### src/hw/rtl/uct_pkg.sv
// ----------------------------------------------------------------------------
// uct_pkg
// Shared types, codes and constants of the user credential table.
// ----------------------------------------------------------------------------
package uct_pkg;

  localparam int MaxUsersDef = 16;
  localparam int IdCharsDef  = 8;
  localparam int PinCharsDef = 5;

  localparam int ReqW  = 3;
  localparam int IdW   = 64;
  localparam int PinW  = 40;
  localparam int CatW  = 8;
  localparam int StatW = 2;

  localparam logic [CatW-1:0] AdminCategory = 8'd0;

  typedef enum logic [ReqW-1:0] {
    OP_ADD        = 3'd0,
    OP_REMOVE     = 3'd1,
    OP_VERIFY_ID  = 3'd2,
    OP_VERIFY_PIN = 3'd3,
    OP_READ_CAT   = 3'd4,
    OP_CHANGE_PIN = 3'd5,
    OP_NONE       = 3'd6
  } op_t;

  typedef enum logic [StatW-1:0] {
    ST_OK        = 2'd0,
    ST_FULL      = 2'd1,
    ST_DUP       = 2'd2,
    ST_NOT_FOUND = 2'd3
  } status_t;

  typedef enum logic [2:0] {
    BK_INIT,
    BK_IDLE,
    BK_SCAN,
    BK_ACT,
    BK_MOVE_WR,
    BK_RESP
  } back_state_t;

  // classified request handed from front to back
  typedef struct packed {
    op_t             op;
    logic [IdW-1:0]  id;
    logic [PinW-1:0] pin;
    logic [CatW-1:0] cat;
  } cmd_t;

  typedef struct packed {
    logic [IdW-1:0]  id;
    logic [PinW-1:0] pin;
    logic [CatW-1:0] cat;
  } entry_t;

  localparam int EntryW = $bits(entry_t);

  function automatic logic [63:0] chars_mask(input int n);
    logic [63:0] m;
    m = '1;
    if (n < 8) begin
      m = (64'd1 << (8 * n)) - 64'd1;
    end
    return m;
  endfunction

  function automatic logic [63:0] admin_id(input int n);
    logic [7:0]  chars [8];
    logic [63:0] v;
    chars = '{8'h36, 8'h30, 8'h36, 8'h31, 8'h32, 8'h36, 8'h38, 8'h33};
    v = '0;
    for (int k = 0; k < 8; k++) begin
      if (k < n) begin
        v = {v[55:0], chars[k]};
      end
    end
    return v & chars_mask(n);
  endfunction

  function automatic logic [63:0] admin_pin(input int n);
    logic [7:0]  chars [5];
    logic [63:0] v;
    chars = '{8'h35, 8'h35, 8'h38, 8'h34, 8'h35};
    v = '0;
    for (int k = 0; k < 8; k++) begin
      if (k < n) begin
        v = {v[55:0], (k < 5) ? chars[k] : 8'h00};
      end
    end
    return v & chars_mask(n);
  endfunction

endpackage

### src/hw/rtl/uct_if.sv
// ----------------------------------------------------------------------------
// uct_req_if / uct_rsp_if
// Valid/ready channels for requests and results of the credential table.
// ----------------------------------------------------------------------------
interface uct_req_if;
  logic        valid;
  logic        ready;
  logic [2:0]  req_type;
  logic [63:0] user_id;
  logic [39:0] user_pin;
  logic [7:0]  user_category;

  modport source (output valid, req_type, user_id, user_pin, user_category,
                  input ready);
  modport sink   (input valid, req_type, user_id, user_pin, user_category,
                  output ready);
endinterface

interface uct_rsp_if;
  logic       valid;
  logic       ready;
  logic [1:0] status;
  logic       match;
  logic [7:0] category;

  modport source (output valid, status, match, category, input ready);
  modport sink   (input valid, status, match, category, output ready);
endinterface

### src/hw/rtl/uct_ram.sv
// ----------------------------------------------------------------------------
// uct_ram
// Generic single-write, single-read RAM with registered read data.
// ----------------------------------------------------------------------------
module uct_ram #(
  parameter int WIDTH = 8,
  parameter int DEPTH = 16,
  localparam int AW   = (DEPTH > 1) ? $clog2(DEPTH) : 1
) (
  input  logic             clk,
  input  logic             we,
  input  logic [AW-1:0]    waddr,
  input  logic [WIDTH-1:0] wdata,
  input  logic             re,
  input  logic [AW-1:0]    raddr,
  output logic [WIDTH-1:0] rdata
);

  logic [WIDTH-1:0] mem [DEPTH];

  always_ff @(posedge clk) begin
    if (we) begin
      mem[waddr] <= wdata;
    end
    if (re) begin
      rdata <= mem[raddr];
    end
  end

endmodule

### src/hw/rtl/uct_front.sv
// ----------------------------------------------------------------------------
// uct_front
// Accepts requests, decodes the operation, trims ID and PIN to their
// character counts and queues the item for the back end.
// ----------------------------------------------------------------------------
module uct_front import uct_pkg::*; #(
  parameter int ID_CHARS  = IdCharsDef,
  parameter int PIN_CHARS = PinCharsDef
) (
  input  logic      clk,
  input  logic      rst,
  uct_req_if.sink   req,
  output cmd_t      cmd,
  output logic      cmd_valid,
  input  logic      cmd_ready
);

  localparam logic [IdW-1:0]  IdMask  = chars_mask(ID_CHARS);
  localparam logic [PinW-1:0] PinMask = PinW'(chars_mask(PIN_CHARS));

  cmd_t       q [2];
  logic       wr_ptr;
  logic       rd_ptr;
  logic [1:0] fill;
  cmd_t       in_cmd;
  logic       push;
  logic       pop;

  always_comb begin
    in_cmd     = '0;
    in_cmd.op  = OP_NONE;
    if (req.req_type inside {[OP_ADD:OP_CHANGE_PIN]}) begin
      in_cmd.op = op_t'(req.req_type);
    end
    in_cmd.id  = req.user_id & IdMask;
    in_cmd.pin = req.user_pin & PinMask;
    in_cmd.cat = req.user_category;
  end

  assign req.ready = (fill != 2'd2);
  assign push      = req.valid && req.ready;
  assign cmd_valid = (fill != 2'd0);
  assign pop       = cmd_valid && cmd_ready;
  assign cmd       = q[rd_ptr];

  always_ff @(posedge clk) begin
    if (rst) begin
      wr_ptr <= 1'b0;
      rd_ptr <= 1'b0;
      fill   <= 2'd0;
    end else begin
      if (push) begin
        wr_ptr <= ~wr_ptr;
      end
      if (pop) begin
        rd_ptr <= ~rd_ptr;
      end
      if (push && !pop) begin
        fill <= fill + 2'd1;
      end else if (pop && !push) begin
        fill <= fill - 2'd1;
      end
    end
  end

  always_ff @(posedge clk) begin
    if (push) begin
      q[wr_ptr] <= in_cmd;
    end
  end

endmodule

### src/hw/rtl/uct_back.sv
// ----------------------------------------------------------------------------
// uct_back
// Executes queued requests: scans the occupied slots one per cycle, then
// adds, removes (swap with last), checks or updates the found entry.
// ----------------------------------------------------------------------------
module uct_back import uct_pkg::*; #(
  parameter int MAX_USERS = MaxUsersDef,
  parameter int ID_CHARS  = IdCharsDef,
  parameter int PIN_CHARS = PinCharsDef
) (
  input  logic      clk,
  input  logic      rst,
  input  cmd_t      cmd,
  input  logic      cmd_valid,
  output logic      cmd_ready,
  uct_rsp_if.source rsp
);

  localparam int IdxW = (MAX_USERS > 1) ? $clog2(MAX_USERS) : 1;
  localparam int CntW = $clog2(MAX_USERS + 1);
  localparam logic [CntW-1:0] MaxCount = CntW'(MAX_USERS);

  localparam entry_t AdminEntry = '{
    id:  admin_id(ID_CHARS),
    pin: PinW'(admin_pin(PIN_CHARS)),
    cat: AdminCategory
  };

  back_state_t     state, state_next;
  cmd_t            cur, cur_next;
  logic [CntW-1:0] count, count_next;
  logic [CntW-1:0] addr, addr_next;
  logic            chk_vld, chk_vld_next;
  logic [IdxW-1:0] chk_idx, chk_idx_next;
  logic            found, found_next;
  logic [IdxW-1:0] slot, slot_next;
  logic [PinW-1:0] hit_pin, hit_pin_next;
  logic [CatW-1:0] hit_cat, hit_cat_next;
  status_t         res_status, res_status_next;
  logic            res_match, res_match_next;
  logic [CatW-1:0] res_cat, res_cat_next;
  logic            out_load;
  logic            hit;

  logic            ram_we;
  logic [IdxW-1:0] ram_waddr;
  entry_t          ram_wdata;
  logic            ram_re;
  logic [IdxW-1:0] ram_raddr;
  entry_t          ram_rdata;

  uct_ram #(
    .WIDTH (EntryW),
    .DEPTH (MAX_USERS)
  ) u_table (
    .clk   (clk),
    .we    (ram_we),
    .waddr (ram_waddr),
    .wdata (ram_wdata),
    .re    (ram_re),
    .raddr (ram_raddr),
    .rdata (ram_rdata)
  );

  assign hit = chk_vld && (ram_rdata.id == cur.id);

  always_comb begin
    state_next      = state;
    cur_next        = cur;
    count_next      = count;
    addr_next       = addr;
    chk_vld_next    = chk_vld;
    chk_idx_next    = chk_idx;
    found_next      = found;
    slot_next       = slot;
    hit_pin_next    = hit_pin;
    hit_cat_next    = hit_cat;
    res_status_next = res_status;
    res_match_next  = res_match;
    res_cat_next    = res_cat;
    cmd_ready       = 1'b0;
    out_load        = 1'b0;
    ram_we          = 1'b0;
    ram_waddr       = slot;
    ram_wdata       = '0;
    ram_re          = 1'b0;
    ram_raddr       = addr[IdxW-1:0];

    case (state)
      BK_INIT: begin
        ram_we     = 1'b1;
        ram_waddr  = '0;
        ram_wdata  = AdminEntry;
        state_next = BK_IDLE;
      end
      BK_IDLE: begin
        cmd_ready = 1'b1;
        if (cmd_valid) begin
          cur_next        = cmd;
          addr_next       = '0;
          chk_vld_next    = 1'b0;
          found_next      = 1'b0;
          res_status_next = ST_OK;
          res_match_next  = 1'b0;
          res_cat_next    = '0;
          if (cmd.op == OP_NONE) begin
            state_next = BK_RESP;
          end else if (cmd.op == OP_ADD && count >= MaxCount) begin
            res_status_next = ST_FULL;
            state_next      = BK_RESP;
          end else begin
            state_next = BK_SCAN;
          end
        end
      end
      BK_SCAN: begin
        // one read issued per cycle; compare checks the registered data of the last read
        if (hit) begin
          found_next   = 1'b1;
          slot_next    = chk_idx;
          hit_pin_next = ram_rdata.pin;
          hit_cat_next = ram_rdata.cat;
          chk_vld_next = 1'b0;
          state_next   = BK_ACT;
        end else if (addr < count) begin
          ram_re       = 1'b1;
          addr_next    = addr + CntW'(1);
          chk_vld_next = 1'b1;
          chk_idx_next = addr[IdxW-1:0];
        end else if (chk_vld) begin
          chk_vld_next = 1'b0;
        end else begin
          state_next = BK_ACT;
        end
      end
      BK_ACT: begin
        state_next = BK_RESP;
        case (cur.op)
          OP_ADD: begin
            if (found) begin
              res_status_next = ST_DUP;
            end else begin
              ram_we     = 1'b1;
              ram_waddr  = count[IdxW-1:0];
              ram_wdata  = '{id: cur.id, pin: cur.pin, cat: cur.cat};
              count_next = count + CntW'(1);
            end
          end
          OP_REMOVE: begin
            if (found) begin
              ram_re     = 1'b1;
              ram_raddr  = IdxW'(count - CntW'(1));
              state_next = BK_MOVE_WR;
            end else begin
              res_status_next = ST_NOT_FOUND;
            end
          end
          OP_VERIFY_ID: begin
            res_match_next  = found;
            res_status_next = found ? ST_OK : ST_NOT_FOUND;
          end
          OP_VERIFY_PIN: begin
            if (found) begin
              res_match_next = (hit_pin == cur.pin);
            end else begin
              res_status_next = ST_NOT_FOUND;
            end
          end
          OP_READ_CAT: begin
            if (found) begin
              res_cat_next = hit_cat;
            end else begin
              res_status_next = ST_NOT_FOUND;
            end
          end
          OP_CHANGE_PIN: begin
            if (found) begin
              ram_we    = 1'b1;
              ram_waddr = slot;
              ram_wdata = '{id: cur.id, pin: cur.pin, cat: hit_cat};
            end else begin
              res_status_next = ST_NOT_FOUND;
            end
          end
          default: begin
          end
        endcase
      end
      BK_MOVE_WR: begin
        // last entry fills the freed slot
        ram_we     = 1'b1;
        ram_waddr  = slot;
        ram_wdata  = ram_rdata;
        count_next = count - CntW'(1);
        state_next = BK_RESP;
      end
      BK_RESP: begin
        if (!rsp.valid || rsp.ready) begin
          out_load   = 1'b1;
          state_next = BK_IDLE;
        end
      end
      default: begin
        state_next = BK_IDLE;
      end
    endcase
  end

  always_ff @(posedge clk) begin
    if (rst) begin
      state     <= BK_INIT;
      count     <= CntW'(1);
      chk_vld   <= 1'b0;
      rsp.valid <= 1'b0;
    end else begin
      state   <= state_next;
      count   <= count_next;
      chk_vld <= chk_vld_next;
      if (out_load) begin
        rsp.valid <= 1'b1;
      end else if (rsp.ready) begin
        rsp.valid <= 1'b0;
      end
    end
  end

  always_ff @(posedge clk) begin
    cur        <= cur_next;
    addr       <= addr_next;
    chk_idx    <= chk_idx_next;
    found      <= found_next;
    slot       <= slot_next;
    hit_pin    <= hit_pin_next;
    hit_cat    <= hit_cat_next;
    res_status <= res_status_next;
    res_match  <= res_match_next;
    res_cat    <= res_cat_next;
    if (out_load) begin
      rsp.status   <= res_status;
      rsp.match    <= res_match;
      rsp.category <= res_cat;
    end
  end

endmodule

### src/hw/rtl/user_credential_table_core.sv
// ----------------------------------------------------------------------------
// user_credential_table_core
// Credential table with add, swap-remove, ID/PIN check, category read and
// PIN change.
//
//   channel  dir  handshake      payload
//   req      in   valid/ready    req_type, user_id, user_pin, user_category
//   rsp      out  valid/ready    status, match, category
//
// The back end scans the occupied slots of the table RAM one slot per cycle
// through its single read port; the scan stops at a hit. A remove then moves
// the last entry into the freed slot. Items pass the front-end queue first.
// Codes six and seven and a full-table add skip the scan. After reset the
// BK_INIT state writes the admin entry; requests queue meanwhile. A two-item
// queue and the result register let req and rsp stall independently.
// ----------------------------------------------------------------------------
module user_credential_table_core import uct_pkg::*; #(
  parameter int MAX_USERS = MaxUsersDef,
  parameter int ID_CHARS  = IdCharsDef,
  parameter int PIN_CHARS = PinCharsDef
) (
  input  logic      clk,
  input  logic      rst,
  uct_req_if.sink   req,
  uct_rsp_if.source rsp
);

  cmd_t cmd;
  logic cmd_valid;
  logic cmd_ready;

  uct_front #(
    .ID_CHARS  (ID_CHARS),
    .PIN_CHARS (PIN_CHARS)
  ) u_front (
    .clk       (clk),
    .rst       (rst),
    .req       (req),
    .cmd       (cmd),
    .cmd_valid (cmd_valid),
    .cmd_ready (cmd_ready)
  );

  uct_back #(
    .MAX_USERS (MAX_USERS),
    .ID_CHARS  (ID_CHARS),
    .PIN_CHARS (PIN_CHARS)
  ) u_back (
    .clk       (clk),
    .rst       (rst),
    .cmd       (cmd),
    .cmd_valid (cmd_valid),
    .cmd_ready (cmd_ready),
    .rsp       (rsp)
  );

endmodule
### src/flat_wrapper.sv
// flat-port wrapper written by rule: the top's interface ports become plain ports
module user_credential_table_core_flat import uct_pkg::*;
#(
  parameter int MAX_USERS = MaxUsersDef,
  parameter int ID_CHARS  = IdCharsDef,
  parameter int PIN_CHARS = PinCharsDef
)
  (clk, rst, req_valid, req_req_type, req_user_id, req_user_pin, req_user_category, req_ready, rsp_valid, rsp_status, rsp_match, rsp_category, rsp_ready);
  uct_req_if req_i ();
  uct_rsp_if rsp_i ();
  input  logic clk;
  input  logic rst;
  input wire logic [$bits(req_i.valid)-1:0] req_valid;
  input wire logic [$bits(req_i.req_type)-1:0] req_req_type;
  input wire logic [$bits(req_i.user_id)-1:0] req_user_id;
  input wire logic [$bits(req_i.user_pin)-1:0] req_user_pin;
  input wire logic [$bits(req_i.user_category)-1:0] req_user_category;
  output wire logic [$bits(req_i.ready)-1:0] req_ready;
  output wire logic [$bits(rsp_i.valid)-1:0] rsp_valid;
  output wire logic [$bits(rsp_i.status)-1:0] rsp_status;
  output wire logic [$bits(rsp_i.match)-1:0] rsp_match;
  output wire logic [$bits(rsp_i.category)-1:0] rsp_category;
  input wire logic [$bits(rsp_i.ready)-1:0] rsp_ready;
  assign req_i.valid = req_valid;
  assign req_i.req_type = req_req_type;
  assign req_i.user_id = req_user_id;
  assign req_i.user_pin = req_user_pin;
  assign req_i.user_category = req_user_category;
  assign req_ready = req_i.ready;
  assign rsp_valid = rsp_i.valid;
  assign rsp_status = rsp_i.status;
  assign rsp_match = rsp_i.match;
  assign rsp_category = rsp_i.category;
  assign rsp_i.ready = rsp_ready;
  user_credential_table_core #(.MAX_USERS(MAX_USERS), .ID_CHARS(ID_CHARS), .PIN_CHARS(PIN_CHARS)) u_core (.clk(clk), .rst(rst), .req(req_i), .rsp(rsp_i));
endmodule
### config.mk
export PLATFORM = sky130hd
export DESIGN_NAME = user_credential_table_core_flat
export DESIGN_NICKNAME = d
export VERILOG_FILES = /design/src/hw/rtl/uct_pkg.sv /design/src/hw/rtl/uct_if.sv /design/src/hw/rtl/uct_ram.sv /design/src/hw/rtl/uct_front.sv /design/src/hw/rtl/uct_back.sv /design/src/hw/rtl/user_credential_table_core.sv /design/src/flat_wrapper.sv
export SDC_FILE = /design/constraint.sdc
export NUM_CORES = 2
export LEC_CHECK = 0
export BUFFER_PORTS_ARGS = -buffer_cell sky130_fd_sc_hd__clkbuf_2
export CAP_MARGIN = 20
export CORE_ASPECT_RATIO = 0.9
export CORE_MARGIN = 2
export CORE_UTILIZATION = 30
export CTS_CLUSTER_DIAMETER = 30
export DETAILED_ROUTE_END_ITERATION = 7
export PLACE_DENSITY_LB_ADDON = 0.2
export REMOVE_ABC_BUFFERS = 1
export SYNTH_ARGS = -nofsm -noshare
export SYNTH_HDL_FRONTEND = slang
export SYNTH_SLANG_ARGS = --single-unit
### constraint.sdc
create_clock -name clk -period 9.42 [get_ports clk]
set_clock_uncertainty 0.2 [all_clocks]
set_input_delay 0.471 -clock clk [delete_from_list [all_inputs] [get_ports clk]]
set_output_delay 0.471 -clock clk [all_outputs]
set_load 0.02 [all_outputs]
==> After elaboration in Yosys (flattened, before gate mapping) <==
Memory sizes are Yosys's and may differ from the RTL's. A register that Yosys moved wholly into a read port is not among the register bits.
Index checks and enable logic that the tools add are counted.
{ "classes": {"addsub": 5, "order_cmp": 4, "eq_ne": 30, "mux": 68, "n_bitwise": 3, "n_reduce_logical": 33} }
{ "ops": {"columns": ["operator", "count"], "rows": [
  ["one-hot mux 112 bit (3 select lines)", 1],
  ["two-way mux 112 bit", 2],
  ["one-hot mux 112 bit (2 select lines)", 1],
  ["equality test 64 bit", 1],
  ["equality test 40 bit", 1],
  ["two-way mux 5 bit", 5],
  ["two-way mux 3 bit", 8],
  ["two-way mux 8 bit", 3],
  ["two-way mux 1 bit", 23],
  ["two-way mux 4 bit", 5],
  ["one-hot mux 5 bit (2 select lines)", 2],
  ["one-hot mux 8 bit (2 select lines)", 1],
  ["AND reduction 4 bit", 4],
  ["equality test 3 bit, second input constant", 5],
  ["inequality test 3 bit, second input constant", 5],
  ["one-hot mux 3 bit (5 select lines)", 1],
  ["inequality test 2 bit, second input constant", 7],
  ["one-hot mux 1 bit (2 select lines)", 7],
  ["equality test 3 x 2 -> 1 bit, second input constant", 4],
  ["two-way mux 2 bit", 6],
  ["nonzero test 2 bit", 6],
  ["adder 5 x 1 -> 5 bit, second input constant", 2],
  ["zero test 3 bit", 3],
  ["AND reduction 3 bit", 3],
  ["22 further kinds", 37]
]} }
{ "totals": {"regBits": 213, "ramBits": 2022, "in_bits": 119, "out_inout_bits": 13, "word_cells": 168, "n_memories": 2} }
{ "mem_list": {"columns": ["name", "words", "width", "read_ports", "rd_ports_with_merged_regs", "write_ports", "line", "text"], "rows": [
  ["u_core.u_back.u_table.mem", 16, 112, 1, 1, 1, "uct_ram.sv:19", "logic [WIDTH-1:0] mem [DEPTH];"],
  ["u_core.u_front.q", 2, 115, 1, 1, 1, "uct_front.sv:21", "cmd_t q [2];"]
]} }

==> Longest topological paths before layout <==
{ "depth": {"ltp_word": 6, "depth_mapped": 13, "mapped_depth_nobuf": 8} }

==> By module <==
A second synthesis with hierarchy kept.
{ "unflattened": {"cells_unflattened": 4016, "hier_area_um2": 88728.8} }
{ "by_module_without_submodules": {"columns": ["module", "instances", "cells_per_inst", "area_per_inst_um2", "seq_area_each_um2"], "rows": [
  ["uct_ram", 1, 2864, 70291.2, 57174.8],
  ["uct_back", 1, 767, 9701.8, 6175.9],
  ["uct_front", 1, 385, 8735.9, 7006.7]
]} }

==> Worst setup path after synthesis <==
Ideal clock, no wire load.
{ "synth_path": {"path_type": "register -> register", "from": "register u_core.u_back.cur[113] (netlist name)", "to": "memory u_core.u_back.u_table.mem[3][0] (netlist name), enable pin", "setup_ns": 0.719, "arrival_ns": 9.435, "t_required_ns": 8.501, "path_slack_ns": -0.934, "stages_incl_launch_ff": 7, "path_buffers": 2, "synth_period_minus_slack_ns": 10.354, "path_cell_list": "edfxtp_1 > buf_2 > nor4_1 > and2_1 > clkbuf_1 > a32oi_1 > nor3_1"} }
{ "synth_via": {"elab_chain_len": 5, "word_cells_on_any_way": 8, "cone_classes": "eq/ne (1); mux (6); reduce/logical (1)"} }
{ "synth_lines": {"columns": ["element", "line", "text"], "rows": [
  ["start, declared", "uct_back.sv:30", "cmd_t cur, cur_next;"],
  ["start signal, assigned", "uct_back.sv:228", "cur <= cur_next;"],
  ["equality test 3 bit or zero test 3 bit (tied branches)", "uct_back.sv:138", "case (cur.op)"],
  ["one-hot mux 1 bit (2 select lines)", "uct_back.sv:138", null],
  ["one-hot mux 1 bit (2 select lines)", "uct_back.sv:89", "case (state)"],
  ["two-way mux 1 bit", "uct_ram.sv:22", "if (we) begin"],
  ["two-way mux 1 bit (implied by the code)", "uct_ram.sv:23", "mem[waddr] <= wdata;"],
  ["end, declared", "uct_ram.sv:19", null]
]} }
Several ways; a longest one is shown, not always the timed one.

==> Final worst setup path <==
{ "layout_path": {"from": "register u_core.u_back.count[0]", "to": "register u_core.u_back.u_table.rdata[60], read port of u_core.u_back.u_table.mem (data pin)"} }
{ "layout_via": {"elab_chain_len": 4, "word_cells_on_any_way": 8, "cone_classes": "add/sub (1); order compare (1); mux (6)"} }
{ "layout_lines": {"columns": ["element", "line", "text"], "rows": [
  ["start, declared", "uct_back.sv:31", "logic [CntW-1:0] count, count_next;"],
  ["start signal, assigned", "uct_back.sv:212", "count <= CntW'(1);"],
  ["start signal, assigned", "uct_back.sv:217", "count <= count_next;"],
  ["less-than comparator 5 bit or subtractor 5 x 1 -> 5 bit (tied branches)", null, null],
  ["two-way mux 1 bit or two-way mux 4 bit (tied branches)", "uct_back.sv:125, uct_back.sv:150", null],
  ["two-way mux 1 bit or two-way mux 4 bit (tied branches)", "uct_back.sv:118, uct_back.sv:138", null],
  ["one-hot mux 1 bit (2 select lines) or two-way mux 4 bit (tied branches)", "uct_back.sv:89", null],
  ["end, declared", "uct_ram.sv:16", "output logic [WIDTH-1:0] rdata"]
]} }
Several ways; a longest one is shown, not always the timed one.
A chain may end at the register's enable or synchronous reset.

==> metrics.log <==
[metrics] status: finished, final reports clean
[metrics] Initial Util: 30.07%
[metrics] overflow left after global routing: 0
[metrics] cell type group with the largest total delay on the critical path: buffers and inverters
[metrics] share of the synthesized area in the top cell type: 65.44%
[metrics] data arrival time of the critical path: a little over 6000 ps
[metrics] wire length reported by the detailed router: ~400 mm
[metrics] clock tree from TritonCTS: built
[metrics] iteration count of the initial detailed-routing pass: 6
[metrics] total power of the final layout: about 44 mW
[metrics] Setup crit start: u_core.u_back.count[0]$_SDFFE_PP1P_
[metrics] final worst slack: 3656 ps
[metrics] non-filler instance count after layout: between 10000 and 15000
[metrics] Least-Margin Pin Slew: 1312 ps
[metrics] shortest clock period the worst path allows after layout: 5764 ps
[metrics] Die Footprint: around 0.36 mm2
[metrics] Port Buf Inserts: 131
[metrics] clock insertion delay at the later pin of the skew report: just over 900 ps
[metrics] wire length of the first global-routing pass: 563.2 mm
[metrics] Layout area overhead: 23.61%
[metrics] Async S/R FF share, synth: 0%
[metrics] worst path required time: about 9800 ps
[metrics] launch point of the worst hold path: req_user_id[36]
[metrics] Fmax achieved: between 150 and 200 MHz
[metrics] hpwl dp: between 150 and 200 mm
[metrics] CP startpoint kind: register
[metrics] number of buffers inserted by post-CTS setup repair: 0
[metrics] register bit count reported by yosys: 2348
[metrics] start of the worst register-to-register path: u_core.u_back.count[0]$_SDFFE_PP1P_
[metrics] endpoint class of the critical path: register
[metrics] Core Area: ~0.36 mm2
[metrics] Sinks on Clock Net: roughly 2300
[metrics] post-layout util: 37.17%
[metrics] final worst path period share: between 60 and 70%
[metrics] synth top area cells: edfxtp_1 (65%), a21oi_1 (6.0%), mux2i_1 (5.6%)
[metrics] category of the most critical setup path: reg2reg
[metrics] die outline height: 570.7 um
[metrics] synthesized area per cell: 12.62 um2
[metrics] routability congestion estimate from global placement: 0.7970
[metrics] maximum fanout along the worst path: 62
[metrics] ordered list of cells on the worst path: inv_8, ha_2, buf_4, nor3_1, a21oi_1, o21bai_4, buf_4, buf_4, a21oi_1, or4_1
[metrics] fin. max-slew vios: 0
[metrics] biggest area consumer among synthesized cells: edfxtp_1
[metrics] number of DRC violations after detailed routing: 0
[metrics] worst min-delay path class: in2reg
[metrics] post-DR vias/cell: 5.630
[metrics] pin count of the biggest net entering global routing: around 170
[metrics] most used cells in the layout excluding fill and tap cells: edfxtp_1 (2333), a21oi_1 (1276), nand2_1 (1141)
[metrics] setup-violating endpoint count in the final report: 0
[metrics] gate count after technology mapping: 8485
[metrics] cell with the largest stage delay on the worst path: dfxtp_4
[metrics] Post-Place Worst Slack: 3726 ps
[metrics] buffer type at the clock tree root: clkbuf_16
[metrics] library cell appearing most often on the critical path: buf_4
[metrics] clock slew seen by the registers of the worst setup and hold paths: 50 ps
[metrics] total of warnings raised by yosys: 0
[metrics] number of buffer and inverter stages on the critical path: 4
[metrics] maximum single-stage delay on the critical path: slightly above 1000 ps
[metrics] setup repair after global routing missed its margin: false
[metrics] Post-CTS Resized: 0
[metrics] peak ir drop on the vdd network: between 0.3 and 0.4 mV
[metrics] DRT antenna net count: 0
[metrics] max-slew headroom at the worst pin: 12.51%
[metrics] cell leakage power: 46.43 nW
[metrics] Num CTS Buffers: approximately 540
[metrics] Die W: roughly 630 um
[metrics] final-stage net count: 8922
[metrics] I/O pin cnt: around 130
[metrics] Fillers: 33870
[metrics] number of violations of the max-capacitance limit: 0
[metrics] Most used DFF post-synth: edfxtp_1
[metrics] routed length per placed instance: 28.79 um
[metrics] Hold-fix buffers, CTS: between 100 and 150
[metrics] fraction of final layout cells sized beyond drive strength 1: 16.11%
[metrics] most frequent standard cell in the layout excluding fill and tap cells: edfxtp_1
[metrics] sequential-to-total area share from yosys stat: 65.72%
[metrics] number of enable flip-flop cells after synthesis: 2333
[metrics] total power per unit cell area: around 330 mW/mm2
[metrics] cell area after technology mapping: 0.1071 mm2
[metrics] # placed instances: 12860
[metrics] Overall Global Routing Usage: about 21%
[metrics] number of placement rows: ~210
[metrics] number of global-route vias before repair: 77340
[metrics] setup_tns: 0 ps
[metrics] H-tree depth reported by CTS: 6
[metrics] Iteration-0 DRC Markers: 8917
[metrics] antenna violations before repair: 1
[metrics] worst-case clock buffer depth: 4
[metrics] final number of hold-violating endpoints: 0
[metrics] total via count in the routed design: 78550
[metrics] number of distinct standard cells referenced by the synthesized netlist: 66
[cells by family after synthesis]
kind of cell / Yosys count / synth area share, %
DFF: 2348 / 65.72
AOI/OAI and AO/OA: 2338 / 13.36
and+or+nand+nor: 2087 / 8.789
muxes: 863 / 8.384
buffers and inverters: 725 / 2.695
xor gates and xnor gates: 116 / 0.9561
adders and majority gates: 8 / 0.09351
[flip-flops by register name, summed over array words and instances (netlist names), 3 cells and up, named ones only]
register                     count
u_core.u_front.q               230
u_core.u_back.u_table.mem     1792
u_core.u_back.chk_idx            4
u_core.u_back.addr               5
u_core.u_back.count              5
u_core.u_back.res_cat            8
u_core.u_back.hit_pin           40
u_core.u_back.cur              115
u_core.u_back.slot               4
u_core.u_back.rsp.category       8
u_core.u_back.u_table.rdata    112
u_core.u_back.state              3
u_core.u_back.hit_cat            8
[Yosys cell counts, types with 3 or more instances]
| cell | number |
|---|---|
| a32oi_1 | 35 |
| mux2i_1 | 594 |
| buf_1 | 40 |
| a211oi_1 | 149 |
| nand2b_1 | 37 |
| a222oi_1 | 8 |
| a2bb2oi_1 | 77 |
| buf_6 | 9 |
| clkbuf_1 | 569 |
| a21oi_1 | 1276 |
| xnor2_1 | 33 |
| nand3_1 | 232 |
| nand2_1 | 1147 |
| a22o_1 | 59 |
| or2_2 | 4 |
| a21o_1 | 3 |
| nor4_1 | 136 |
| o211ai_1 | 260 |
| dfxtp_1 | 15 |
| and2_1 | 18 |
| inv_1 | 29 |
| or4_1 | 114 |
| a221oi_1 | 35 |
| mux2_2 | 269 |
| buf_2 | 74 |
| nor3_1 | 22 |
| o21ai_0 | 137 |
| nand4_1 | 47 |
| a22oi_1 | 114 |
| a31oi_1 | 8 |
| nor3b_1 | 3 |
| nor2b_1 | 52 |
| or3_1 | 3 |
| xor2_1 | 82 |
| o21ai_1 | 4 |
| nor2_1 | 258 |
| o31ai_1 | 78 |
| edfxtp_1 | 2333 |
| ha_1 | 8 |
| and3_1 | 4 |
| o21a_1 | 78 |
[worst register-to-register path, stage by stage, from the launching register on]
cell and delay [ps]:
dfxtp_4 1030, inv_8 390, ha_2 480, buf_4 350
nor3_1 110, a21oi_1 360, o21bai_4 450, buf_4 820
buf_4 660, a21oi_1 150, or4_1 500
[final cells by class]
type                       count  area [um2]  share of cell area (%)
antenna                        4       10.01                0.007564
inverter                      32       147.6                  0.1116
tap                         4725        5912                   4.468
multi-input combinational   5412       34150                   25.81
sequential                  2348       70370                   53.18
clock inverter               332        3767                   2.847
clock buffer                 635       14130                   10.68
timing repair buffer         465        3836                   2.899
[routing by layer]
metal / GRT usage, % / share of wire [%] / vias up
li1: - / - / 33470
met1: 29.73 / 43 / 40130
met2: 33.82 / 45 / 4166
met3: 3.914 / 8.6 / 791
met4: 6.799 / 2.8 / 0
met5: 0 / 0 / -
[metrics by stage]
step                cell area, um2  hold WS [ps]
global placement            113200         207.3
floorplan                   104300         200.3
finish                      132300         94.98
detailed placement          113200         204.5
global route                132300         80.31
CTS                         132300         35.43
[worst paths after layout]
check	end	slack (ps)	cells after the start
max	u_core.u_back.u_table.rdata[60]$_DFFE_PP_	3660	10
min	u_core.u_front.q[1][84]$_DFFE_PP_	90	2
max reg2reg	u_core.u_back.u_table.rdata[60]$_DFFE_PP_	3660	10
min reg2reg	u_core.u_back.slot[1]$_DFFE_PP_	210	0
[power by group]
group / leakage (nW) / total, mW / internal (mW) / switching, mW
registers: 21.3 / 14.7 / 14.1 / 0.642
logic: 16.4 / 10.5 / 3.01 / 7.51
clock network: 8.70 / 18.5 / 12.5 / 5.98
total: 46.4 / 43.7 / 29.6 / 14.1
Power figures use the tool's default switching activity.
